[config.mk]
export PLATFORM = sky130hd
export DESIGN_NAME = chord_template_matcher_core_flat
export DESIGN_NICKNAME = d
export VERILOG_FILES = /design/src/rtl/core/ctm_pkg.sv /design/src/rtl/core/ctm_if.sv /design/src/rtl/core/ctm_ring.sv /design/src/rtl/core/ctm_scorer.sv /design/src/rtl/core/chord_template_matcher_core.sv /design/src/flat_wrapper.sv
export SDC_FILE = /design/constraint.sdc
export NUM_CORES = 1
export LEC_CHECK = 0
export BUFFER_PORTS_ARGS = -buffer_cell sky130_fd_sc_hd__buf_4
export CORE_ASPECT_RATIO = 1.4
export CORE_MARGIN = 4
export CORE_UTILIZATION = 50
export DETAILED_ROUTE_END_ITERATION = 8
export GPL_TIMING_DRIVEN = 0
export PLACE_DENSITY = 0.66
export SLEW_MARGIN = 20
export SYNTH_ARGS = -nofsm -noshare
export SYNTH_HDL_FRONTEND = slang
export SYNTH_SLANG_ARGS = --single-unit
[constraint.sdc]
create_clock -name clk -period 14.8 [get_ports clk]
set_clock_uncertainty 0.1 [all_clocks]
set_input_delay 0.74 -clock clk [delete_from_list [all_inputs] [get_ports clk]]
set_output_delay 0.74 -clock clk [all_outputs]
set_load 0.01 [all_outputs]
[src/rtl/core/ctm_pkg.sv]
`timescale 1ns / 1ps

package ctm_pkg;

  localparam int WEIGHT_BITS_DEF = 12;
  localparam int BIN_W           = 12;
  localparam int BASS_W          = 5;
  localparam int ROOT_W          = 4;
  localparam int SHAPE_W         = 3;
  localparam int NUM_BINS        = 12;

  localparam logic [ROOT_W-1:0]  LAST_BIN = 4'd11;

  localparam logic [SHAPE_W-1:0] SHAPE_MAJOR = 3'd0;
  localparam logic [SHAPE_W-1:0] SHAPE_MINOR = 3'd1;
  localparam logic [SHAPE_W-1:0] SHAPE_DIM   = 3'd2;
  localparam logic [SHAPE_W-1:0] SHAPE_SUS4  = 3'd3;
  localparam logic [SHAPE_W-1:0] SHAPE_SUS2  = 3'd4;
  localparam logic [SHAPE_W-1:0] SHAPE_POWER = 3'd5;

  typedef struct packed {
    logic [ROOT_W-1:0]  root;
    logic [SHAPE_W-1:0] shape;
  } ctm_tag_t;

endpackage

[src/rtl/core/ctm_if.sv]
`timescale 1ns / 1ps

interface ctm_in_if;
  logic                                valid;
  logic                                ready;
  logic [ctm_pkg::BIN_W-1:0]           bin_weight;
  logic signed [ctm_pkg::BASS_W-1:0]   bass_class;

  modport source (output valid, output bin_weight, output bass_class, input ready);
  modport sink   (input valid, input bin_weight, input bass_class, output ready);
endinterface

interface ctm_out_if;
  logic                          valid;
  logic                          ready;
  logic                          chord_valid;
  logic [ctm_pkg::ROOT_W-1:0]    chord_root;
  logic [ctm_pkg::SHAPE_W-1:0]   chord_shape;

  modport source (output valid, output chord_valid, output chord_root, output chord_shape,
                  input ready);
  modport sink   (input valid, input chord_valid, input chord_root, input chord_shape,
                  output ready);
endinterface

[src/rtl/core/ctm_ring.sv]
`timescale 1ns / 1ps

module ctm_ring #(
  parameter int WEIGHT_BITS = ctm_pkg::WEIGHT_BITS_DEF
) (
  input  logic                          clk,
  input  logic                          load,
  input  logic                          rotate,
  input  logic [WEIGHT_BITS-1:0]        din,
  input  logic [ctm_pkg::SHAPE_W-1:0]   shape,
  output logic [WEIGHT_BITS+1:0]        in_sum
);

  localparam int SW = WEIGHT_BITS + 2;

  logic [WEIGHT_BITS-1:0] ring [ctm_pkg::NUM_BINS];
  logic [WEIGHT_BITS-1:0] mid;
  logic [WEIGHT_BITS-1:0] hi;

  // Loading shifts bins in from the top, so after twelve beats entry 0 holds C.
  // Rotating by one per root keeps the current root at entry 0.
  always_ff @(posedge clk) begin
    if (load || rotate) begin
      for (int k = 0; k < ctm_pkg::NUM_BINS - 1; k++) begin
        ring[k] <= ring[k+1];
      end
      ring[ctm_pkg::NUM_BINS-1] <= load ? din : ring[0];
    end
  end

  // Template tones above the root, read from fixed taps.
  always_comb begin
    case (shape)
      ctm_pkg::SHAPE_MAJOR: begin
        mid = ring[4];
        hi  = ring[7];
      end
      ctm_pkg::SHAPE_MINOR: begin
        mid = ring[3];
        hi  = ring[7];
      end
      ctm_pkg::SHAPE_DIM: begin
        mid = ring[3];
        hi  = ring[6];
      end
      ctm_pkg::SHAPE_SUS4: begin
        mid = ring[5];
        hi  = ring[7];
      end
      ctm_pkg::SHAPE_SUS2: begin
        mid = ring[2];
        hi  = ring[7];
      end
      ctm_pkg::SHAPE_POWER: begin
        mid = '0;
        hi  = ring[7];
      end
      default: begin
        mid = '0;
        hi  = '0;
      end
    endcase
  end

  assign in_sum = SW'(ring[0]) + SW'(mid) + SW'(hi);

endmodule

[src/rtl/core/ctm_scorer.sv]
`timescale 1ns / 1ps

module ctm_scorer #(
  parameter int WEIGHT_BITS = ctm_pkg::WEIGHT_BITS_DEF
) (
  input  logic                         clk,
  input  logic                         rst,
  input  logic                         issue,
  input  ctm_pkg::ctm_tag_t            tag_in,
  input  logic                         boost_in,
  input  logic [WEIGHT_BITS+1:0]       in_sum,
  input  logic [WEIGHT_BITS+3:0]       vec_total,
  output logic                         sc_valid,
  output ctm_pkg::ctm_tag_t            sc_tag,
  output logic signed [WEIGHT_BITS+15:0] sc_score,
  output logic                         busy
);

  localparam int SB = WEIGHT_BITS + 16;

  logic va, vb, vc, vd;
  ctm_pkg::ctm_tag_t tag_a, tag_b, tag_c, tag_d;
  logic boost_a, boost_b, boost_c;
  logic [WEIGHT_BITS+1:0] in_a;
  logic signed [SB-1:0] in_s;
  logic signed [SB-1:0] t_s;
  logic signed [SB-1:0] t38, t39;
  logic signed [SB-1:0] p96_b;
  logic signed [SB-1:0] base_c;
  logic signed [SB-1:0] x20;
  logic signed [SB-1:0] score_d;

  assign in_s = $signed(SB'(in_a));
  assign t_s  = $signed(SB'(vec_total));
  assign x20  = (base_c <<< 4) + (base_c <<< 2);

  always_ff @(posedge clk) begin
    if (rst) begin
      va <= 1'b0;
      vb <= 1'b0;
      vc <= 1'b0;
      vd <= 1'b0;
    end else begin
      va <= issue;
      vb <= va;
      vc <= vb;
      vd <= vc;
    end
  end

  // Score scaled by 60 is 96*in - (36 + tones)*total; the boost then scales
  // by 23 instead of 20.
  always_ff @(posedge clk) begin
    t38     <= (t_s <<< 5) + (t_s <<< 3) - (t_s <<< 1);
    t39     <= (t_s <<< 5) + (t_s <<< 3) - t_s;
    tag_a   <= tag_in;
    boost_a <= boost_in;
    in_a    <= in_sum;
    tag_b   <= tag_a;
    boost_b <= boost_a;
    p96_b   <= (in_s <<< 6) + (in_s <<< 5);
    tag_c   <= tag_b;
    boost_c <= boost_b;
    base_c  <= p96_b - ((tag_b.shape == ctm_pkg::SHAPE_POWER) ? t38 : t39);
    tag_d   <= tag_c;
    score_d <= boost_c ? (x20 + (base_c <<< 1) + base_c) : x20;
  end

  assign sc_valid = vd;
  assign sc_tag   = tag_d;
  assign sc_score = score_d;
  assign busy     = va || vb || vc || vd;

endmodule

[src/rtl/core/chord_template_matcher_core.sv]
`timescale 1ns / 1ps

// Channel | Role  | Payload
// item    | sink  | bin_weight, bass_class
// result  | source| chord_valid, chord_root, chord_shape
//
// A weight beat is taken every cycle; the twelfth beat of a nonzero vector starts a
// scoring pass (72 templates through the one scorer pipeline, one per
// cycle, plus its drain) during which item.ready is low.
// A zero vector gives its result in the cycle after the twelfth beat.
// rst is synchronous and clears the control state; the weight ring is not cleared.
// A waiting result holds the result register; loading goes on, but the next
// twelfth beat waits until the result has been taken.
module chord_template_matcher_core #(
  parameter int WEIGHT_BITS = ctm_pkg::WEIGHT_BITS_DEF
) (
  input  logic          clk,
  input  logic          rst,
  ctm_in_if.sink        item,
  ctm_out_if.source     result
);

  localparam int WB = WEIGHT_BITS;
  localparam int TB = WEIGHT_BITS + 4;
  localparam int SB = WEIGHT_BITS + 16;

  localparam logic [1:0] ST_LOAD  = 2'd0;
  localparam logic [1:0] ST_SCORE = 2'd1;
  localparam logic [1:0] ST_DRAIN = 2'd2;

  logic [1:0]                      state;
  logic [ctm_pkg::ROOT_W-1:0]      bin_index;
  logic [TB-1:0]                   weight_total;
  logic [TB-1:0]                   vec_total;
  logic signed [ctm_pkg::BASS_W-1:0] bass_latch;
  logic [ctm_pkg::ROOT_W-1:0]      root_cnt;
  logic [ctm_pkg::SHAPE_W-1:0]     shape_cnt;
  logic                            have;
  logic signed [SB-1:0]            best_score;
  ctm_pkg::ctm_tag_t               best_tag;
  logic                            res_valid;
  logic                            res_chord;
  ctm_pkg::ctm_tag_t               res_tag;

  logic                            item_fire;
  logic                            last_bin;
  logic [WB-1:0]                   w_in;
  logic [TB-1:0]                   total_next;
  logic                            issue;
  logic                            root_done;
  logic                            boost;
  ctm_pkg::ctm_tag_t               cur_tag;
  logic [WB+1:0]                   in_sum;
  logic                            sc_valid;
  ctm_pkg::ctm_tag_t               sc_tag;
  logic signed [SB-1:0]            sc_score;
  logic                            busy;
  logic                            take_best;

  assign last_bin   = bin_index == ctm_pkg::LAST_BIN;
  assign item.ready = (state == ST_LOAD) && !(last_bin && res_valid);
  assign item_fire  = item.valid && item.ready;
  assign w_in       = WB'(item.bin_weight);
  assign total_next = weight_total + TB'(w_in);

  assign issue         = state == ST_SCORE;
  assign root_done     = issue && (shape_cnt == ctm_pkg::SHAPE_POWER);
  assign cur_tag.root  = root_cnt;
  assign cur_tag.shape = shape_cnt;
  assign boost         = bass_latch == {1'b0, root_cnt};
  assign take_best     = sc_valid && (!have || (sc_score > best_score));

  ctm_ring #(.WEIGHT_BITS(WEIGHT_BITS)) u_ring (
    .clk    (clk),
    .load   (item_fire),
    .rotate (root_done),
    .din    (w_in),
    .shape  (shape_cnt),
    .in_sum (in_sum)
  );

  ctm_scorer #(.WEIGHT_BITS(WEIGHT_BITS)) u_scorer (
    .clk       (clk),
    .rst       (rst),
    .issue     (issue),
    .tag_in    (cur_tag),
    .boost_in  (boost),
    .in_sum    (in_sum),
    .vec_total (vec_total),
    .sc_valid  (sc_valid),
    .sc_tag    (sc_tag),
    .sc_score  (sc_score),
    .busy      (busy)
  );

  always_ff @(posedge clk) begin
    if (rst) begin
      state        <= ST_LOAD;
      bin_index    <= '0;
      weight_total <= '0;
      bass_latch   <= '1;
      root_cnt     <= '0;
      shape_cnt    <= '0;
      have         <= 1'b0;
      res_valid    <= 1'b0;
    end else begin
      if (result.valid && result.ready) begin
        res_valid <= 1'b0;
      end
      if (take_best) begin
        have <= 1'b1;
      end
      case (state)
        ST_LOAD: begin
          if (item_fire) begin
            if (!last_bin) begin
              bin_index    <= bin_index + 1'b1;
              weight_total <= total_next;
            end else begin
              bin_index    <= '0;
              weight_total <= '0;
              bass_latch   <= item.bass_class;
              root_cnt     <= '0;
              shape_cnt    <= '0;
              have         <= 1'b0;
              if (total_next == '0) begin
                res_valid <= 1'b1;
              end else begin
                state <= ST_SCORE;
              end
            end
          end
        end
        ST_SCORE: begin
          if (root_done) begin
            shape_cnt <= '0;
            if (root_cnt == ctm_pkg::LAST_BIN) begin
              state <= ST_DRAIN;
            end else begin
              root_cnt <= root_cnt + 1'b1;
            end
          end else begin
            shape_cnt <= shape_cnt + 1'b1;
          end
        end
        ST_DRAIN: begin
          if (!busy) begin
            res_valid <= 1'b1;
            state     <= ST_LOAD;
          end
        end
        default: begin
          state <= ST_LOAD;
        end
      endcase
    end
  end

  always_ff @(posedge clk) begin
    if (item_fire && last_bin) begin
      vec_total <= total_next;
      if (total_next == '0) begin
        res_chord <= 1'b0;
        res_tag   <= '0;
      end
    end
    if (take_best) begin
      best_score <= sc_score;
      best_tag   <= sc_tag;
    end
    if ((state == ST_DRAIN) && !busy) begin
      res_chord <= 1'b1;
      res_tag   <= best_tag;
    end
  end

  assign result.valid       = res_valid;
  assign result.chord_valid = res_chord;
  assign result.chord_root  = res_tag.root;
  assign result.chord_shape = res_tag.shape;

endmodule

[src/flat_wrapper.sv]
// flat-port wrapper written by rule: the top's interface ports become plain ports
module chord_template_matcher_core_flat 
#(
  parameter int WEIGHT_BITS = ctm_pkg::WEIGHT_BITS_DEF
)
  (clk, rst, item_valid, item_bin_weight, item_bass_class, item_ready, result_valid, result_chord_valid, result_chord_root, result_chord_shape, result_ready);
  ctm_in_if item_i ();
  ctm_out_if result_i ();
  input  logic clk;
  input  logic rst;
  input wire logic [$bits(item_i.valid)-1:0] item_valid;
  input wire logic [$bits(item_i.bin_weight)-1:0] item_bin_weight;
  input wire logic [$bits(item_i.bass_class)-1:0] item_bass_class;
  output wire logic [$bits(item_i.ready)-1:0] item_ready;
  output wire logic [$bits(result_i.valid)-1:0] result_valid;
  output wire logic [$bits(result_i.chord_valid)-1:0] result_chord_valid;
  output wire logic [$bits(result_i.chord_root)-1:0] result_chord_root;
  output wire logic [$bits(result_i.chord_shape)-1:0] result_chord_shape;
  input wire logic [$bits(result_i.ready)-1:0] result_ready;
  assign item_i.valid = item_valid;
  assign item_i.bin_weight = item_bin_weight;
  assign item_i.bass_class = item_bass_class;
  assign item_ready = item_i.ready;
  assign result_valid = result_i.valid;
  assign result_chord_valid = result_i.chord_valid;
  assign result_chord_root = result_i.chord_root;
  assign result_chord_shape = result_i.chord_shape;
  assign result_i.ready = result_ready;
  chord_template_matcher_core #(.WEIGHT_BITS(WEIGHT_BITS)) u_core (.clk(clk), .rst(rst), .item(item_i), .result(result_i));
endmodule
==> out/results.ini, run 1 <==
[status]
status = complete, no violations

[cts]
cts_made_buffers = 40
hold_buffers = 0
clkLatencyLatePin_ns = 0.56
h-tree-depth = 2
cts_tree = yes
cts_setup_buffers = 0
root_buffer = clkbuf_16
clockBufferDepth = 3
cts.sinks = 408
cts_resized = 0
clkTransAtPathRegs_ns = 0.07

[die]
rows = 88
die_y_um = 250.7
ios = 31
core_sq_um = 41400
die_w_um = 181.3
start_util_pct = 50.80
dieArea_sq_um = 45460

[sta]
finalHoldViolations = 0
fmax_mhz = 163.9
relSlewSlack_pct = 28.98
tightest_slew_ns = 1.052
rsz0062_at_grt = no
fin_crit_sh_pct = 41.23
min_period_ns = 6.101
drv_slew = 0
fin_hold_ws_ns = 0.2236
finalSetupViolCount = 0

[hold_path]
min_from = u_core.u_scorer.tag_c[1]
worst_hold_path.endpoint = u_core.u_scorer.sc_tag[1]
hp-class = reg -> reg
hold_path_depth = 0

[logic_synthesis]
synth_seq_area_share_pct = 48.45
syn_area_sq_um = 21030
avgSynthCellArea_sq_um = 11.06
ys_types = 81
ys_ff_latch = 408
syn_nets = 2147
synthArstFlopShare_pct = 0
synthCells = 1902
yosys_warnings = 0
synth-main-ff-cell = dfxtp_1
synth-edff-count = 202

[critical_path]
critPathArrivalTime_ns = 6.45
rr_worst_depth = 20
start_kind = flop
endpoint_kind = flop
cp.required_ns = 15.15
reg2reg_to = u_core.u_scorer.in_a[11]
crit_type = reg -> reg
r2r_start = u_core.shape_cnt[2]
r2r_setup_slack_ns = 8.70
path_max_fanout = 10

[cells_and_area]
final_cells = 2553
antennaDiodeCount = 0
final_cell_mix = dfxtp_1, edfxtp_1, ha_1
final_common_cell = dfxtp_1
final_nets = 2226
drive_above_1_share_pct = 7.700
final_core_util_pct = 56.65
syn2layout_area_growth_pct = 11.52

[drt]
vias = 14020
vias_per_cell = 5.493
ant_nets = 0
drt-initial-drc-count = 761
wl_um = 42200
drt-pass1-iter-count = 5
drc = 0
routedWlPerCell_um = 16.53

[global_routing]
grt_pass1_wl_um = 69670
grt_overflow_total = 0
grt_pass1_vias = 14430
grt_max_degree = 27
grtUsageTotal_pct = 18.42
antenna_found_initial = 2

[run]
drv_cap = 0

[pwr]
power_w = 0.005622
powerDensity_nw_per_um2 = 239.7
vdd_ir_drop_max_mv = 0.1767
static-leakage-power_nw = 9.524

[place]
io_buffers = 29
gp_congestion = 0.9361
dpl.hpwl_um = 32390
place_inst = 2479

-- cells by family (layout without fill, tap and decap cells) --
family | Yosys count | after routing | synth area share, %
fa+ha+maj | 224 | 224 | 14.86
mux | 54 | 54 | 2.760
flops | 408 | 408 | 48.45
compound gates | 443 | 443 | 13.79
xor+xnor | 151 | 151 | 6.288
buf+inv | 169 | 280 | 3.046
simple gates | 453 | 453 | 10.80
-- state kept, by name, indices dropped and copies added, names as in the netlist, 23 cells and up --
| register | cells |
|---|---|
| u_core.u_ring.ring | 144 |
| u_core.best_score | 28 |
| u_core.u_scorer.base_c | 28 |
| u_core.u_scorer.sc_score | 28 |
| u_core.u_scorer.t38 | 25 |
| u_core.u_scorer.t39 | 23 |
-- synth_stat cells, drive strengths merged (38+ instances only) --
library cell,number,share of area [%]
a21o,45,1.6
a21oi,112,2.7
dfxtp,206,20
edfxtp,202,29
fa,43,4.1
ha,181,11
inv,132,2.4
nand2,107,1.9
nor2,111,2.0
nor3,38,0.93
o21ai,104,2.5
xnor2,103,4.3
xor2,48,2.0
-- worst max path at each step --
stage	from	end	slack (ns)	depth (start not counted)
final	u_core.shape_cnt[2]	u_core.u_scorer.in_a[11]	8.70	20
after global routing	u_core.shape_cnt[2]	u_core.u_scorer.in_a[11]	8.28	20
after CTS	u_core.shape_cnt[2]	u_core.u_scorer.in_a[11]	8.65	20
after detailed placement	u_core.shape_cnt[2]	u_core.u_scorer.in_a[11]	8.65	20
after global placement	u_core.shape_cnt[2]	u_core.u_ring.ring[0][17]	-0.52	3
after floorplan	u_core.shape_cnt[2]	u_core.u_ring.ring[0][0]	2.97	3
-- through the flow --
| step | setup TNS, ns | setup WS [ns] | area (sq um) |
|---|---|---|---|
| after floorplan | 0 | 2.965 | 21030 |
| after global placement | -73.49 | -0.5224 | 21920 |
| after detailed placement | 0 | 8.647 | 22150 |
| after CTS | 0 | 8.649 | 23450 |
| after global routing | 0 | 8.277 | 23450 |
| final | 0 | 8.699 | 23450 |
-- worst max-delay path: stages, from the launching register on --
cell and delay [ns]:
dfxtp_1 0.32, clkbuf_1 0.48, buf_1 0.65, inv_1 0.11
ha_1 0.29, clkbuf_1 0.32, a222oi_1 0.55, fa_1 0.49
inv_1 0.07, ha_1 0.16, inv_1 0.06, fa_1 0.40
nor2b_1 0.12, o21ai_0 0.10, a21boi_0 0.35, o21ai_0 0.16
a21boi_0 0.27, o21ai_0 0.14, a21boi_0 0.42, nor4_1 0.09
a311o_1 0.33
-- report_power, final --
| part | internal, W | total (W) | switching, W |
|---|---|---|---|
| logic | 0.00142 | 0.00314 | 0.00172 |
| registers | 0.00137 | 0.00149 | 0.000119 |
| clock network | 0.000554 | 0.000994 | 0.000440 |
-- cell type report --
cell class	count	area, sq um
Timing Repair Buffer	37	417.9
Clock buffer	53	1104
Sequential cell	408	10190
Clock inverter	21	196.4
Tap cell	540	675.6
Buffer	36	142.6
Inverter	133	499.2
Multi-Input combinational cell	1325	10230
Fill cell	3577	17950
-- per-layer routing --
metal	part of all wire, %	track usage (%)	vias up
met2	52	34.01	226
met5	0	0	-
met1	41	21.36	6633
met3	2.8	2.324	92
li1	-	-	7072
met4	4.2	7.852	0
No activity file was read; power rests on OpenSTA's default activity.
==> run 2, diff against run 1 <==
Settings changed: ABC_AREA set to 1.
Clock period 14.8 ns to 5.7 ns, I/O delays scaled along.
==> out/results.ini, run 2 <==
[sta]
relSlewSlack_pct = 50.57  ; +22 points
fin_hold_ws_ns = 0.004993  ; -0.2186 ns
fin_crit_sh_pct = 87.39  ; +46 points
drv_slew = 0  ; unchanged
fmax_mhz = 200.8  ; +22%
finalSetupViolCount = 0  ; unchanged
tns_ns = 0  ; unchanged
rsz0062_at_grt = no
finalHoldViolations = 0  ; unchanged
min_period_ns = 4.981  ; -1.120 ns
tightest_slew_ns = 0.7368  ; -0.3151 ns

[run]
drv_cap = 0  ; unchanged

[cells_and_area]
syn2layout_area_growth_pct = 11.78
final_core_util_pct = 56.92  ; +0.27 points
largest_register_ffs = 144  ; unchanged
final_cell_mix = nand2_1, inv_1, dfxtp_1
multi_input_area_sq_um = 10550  ; +3.2%
antennaDiodeCount = 0  ; unchanged
regArea_sq_um = 10190  ; unchanged
largest-register = u_core.u_ring.ring
final_common_cell = nand2_1
drive_above_1_share_pct = 5.751  ; -1.9 points
nFillCells = 3892  ; +8.8%
final_nets = 2769  ; +24%

[critical_path]
crit_buf_inv = 1  ; -5
r2r_start = u_core.u_scorer.base_c[0]
cp.required_ns = 6.05  ; -9.10 ns
cp_slowest_cell = a21oi_1
reg2reg_to = u_core.u_scorer.sc_score[19]
path_max_fanout = 6  ; -4
endpoint_kind = flop
max_stage_delay_ns = 0.49  ; -0.16 ns
crit_type = reg -> reg
r2r_setup_slack_ns = 0.72  ; -7.98 ns
rr_worst_depth = 18  ; -10%
critPathArrivalTime_ns = 5.33  ; -1.12 ns
start_kind = flop
cp_cell_sequence = ha_1 > fa_1 > nand3_1 > nand2_1 > a21oi_1 > o21ai_0 > xor2_1 > fa_1 > ha_1 > a21oi_1 > inv_1 > a31oi_1 > o21ai_0 > a21oi_1 > o21ai_0 > or2_2 > nand3_1 > nand2_1
cp_top_family = compound AO/OA/AOI/OAI gates

[cts]
root_buffer = clkbuf_16
cts_tree = yes
h-tree-depth = 2  ; unchanged
cts_setup_buffers = 0  ; unchanged
cts_made_buffers = 41  ; +2.5%
clkLatencyLatePin_ns = 0.56  ; about the same
cts.sinks = 408  ; unchanged
clockBufferDepth = 3  ; unchanged
clkTransAtPathRegs_ns = 0.06  ; about the same

[drt]
drt-initial-drc-count = 672  ; -12%
drc = 0  ; unchanged
top_layer = met4
wl_met1_um = 19280  ; +11%
wl_um = 50840  ; +20%
vias = 16320  ; +16%
ant_nets = 0  ; unchanged
dr_wl_met3_um = 1124  ; -5.1%
drt-pass1-iter-count = 5  ; unchanged
routedWlPerCell_um = 16.36  ; -1.0%
vias_per_cell = 5.250  ; -4.4%
route.met2.wl_um = 28030  ; +28%

[logic_synthesis]
synth-main-ff-cell = dfxtp_1
syn_nets = 2678  ; +25%
synth.largest_area_cell = edfxtp_1
synth-edff-count = 202  ; unchanged
avgSynthCellArea_sq_um = 9.098  ; -18%
yosysMostFrequentCell = nand2_1
synth_seq_area_share_pct = 46.03  ; -2.4 points
synth_simple_gate_area_share_pct = 16.52  ; +5.7 points
yosys_warnings = 0  ; unchanged
synthAdderAreaFrac_pct = 14.12  ; -0.74 points
synthTopCellsByArea = edfxtp_1, dfxtp_1, ha_1, nand2_1, inv_1
synth_top_area_share_pct = 27.40  ; -1.4 points
ys_top_cells_by_count = nand2_1, inv_1, dfxtp_1
ys_ff_latch = 408  ; unchanged
synthCells = 2433  ; +28%
ys_types = 65  ; -20%
synthMuxAreaShare_pct = 0.7235  ; -2.0 points
synthArstFlopShare_pct = 0  ; unchanged
synth_xor_area_share_pct = 5.296  ; -0.99 points
syn_area_sq_um = 22130  ; +5.2%
synth-compound-area-share_pct = 10.91  ; -2.9 points
synth_top_family_by_area = simple AND/OR/NAND/NOR gates

[die]
rows = 90  ; +2.3%
ios = 31  ; unchanged
die_w_um = 185.8  ; +2.5%
die_y_um = 257.0  ; +2.5%
start_util_pct = 50.92  ; +0.12 points
core_sq_um = 43470  ; +5.0%
dieArea_sq_um = 47750  ; +5.0%

[place]
io_buffers = 29  ; unchanged
gp_congestion = 0.9759  ; +4.3%
dpl.hpwl_um = 40600  ; +25%

[hold_path]
hold_path_depth = 3  ; +3
min_from = item_bin_weight[9]
worst_hold_path.endpoint = u_core.u_ring.ring[2][45]
hp-class = in -> reg

[global_routing]
antenna_found_initial = 0  ; -2
grt_pass1_vias = 16660  ; +15%
grt_pass1_wl_um = 80880  ; +16%
grt_overflow_total = 0  ; unchanged
grt_max_degree = 27  ; unchanged
grtUsageTotal_pct = 21.01  ; +2.6 points

[status]
status = complete, no violations

==> run 2: worst min-delay path, stage by stage <==
cell and delay (ns):
buf_4 0.09, nand2_1 0.09, o21ai_0 0.09
==> run 2: kinds of logic (layout without fill, tap and decap cells) <==
logic type / Yosys count / after routing
simple gates: 872 / 872
compound gates: 409 / 409
flops: 408 / 408
buf+inv: 374 / 497
fa+ha+maj: 224 / 224
xor+xnor: 130 / 130
mux: 16 / 16
==> run 2: layer usage <==
layer | GRT usage, % | vias up
met5 | 0 | -
met4 | 9.093 | 0
met3 | 2.133 | 112
met2 | 41.54 | 248
met1 | 21.82 | 7629
li1 | - | 8327
==> run 2: layout make-up <==
class                   count  area share, %
multi-input cells        1651          42.65
flip-flops and latches    408          41.18
inverters                 349          5.295
clock buffers              54          4.384
well taps                 552          2.791
repair buffers             48          2.164
clock inverters            21          1.107
plain buffers              25         0.4248
==> run 2: per-stage QoR <==
stage | worst slack, ns | cell area [sq um] | instances
CTS | 0.6824 | 24740 | 3108
floorplan | 0.6788 | 22140 | 2433
detailed placement | 0.6935 | 23270 | 3022
global route | 0.3513 | 24740 | 3108
finish | 0.7189 | 24740 | 3108
global placement | -0.6335 | 23050 | 3014
==> run 2: how the worst max path moves through the flow <==
stage	start	end	slack, ns	cells after the start
after CTS	u_core.u_scorer.base_c[0]	u_core.u_scorer.sc_score[19]	0.68	18
after global placement	u_core.shape_cnt[0]	u_core.u_ring.ring[0][10]	-0.63	3
after global routing	u_core.u_scorer.base_c[0]	u_core.u_scorer.sc_score[19]	0.35	18
after floorplan	u_core.shape_cnt[0]	u_core.u_ring.ring[0][0]	0.68	3
final	u_core.u_scorer.base_c[0]	u_core.u_scorer.sc_score[19]	0.72	18
after detailed placement	u_core.u_scorer.base_c[0]	u_core.u_scorer.sc_score[19]	0.69	18
==> run 2: timing repair <==
action / CTS / global route
resized for setup: 0 / 0
hold buffers: 11 / 0
hold endpoints to repair: 11 / 0
Power of run 2 is left out: the tool's default activity adds up to more than one toggle a clock period on the data nets, which glitch-free logic cannot reach.
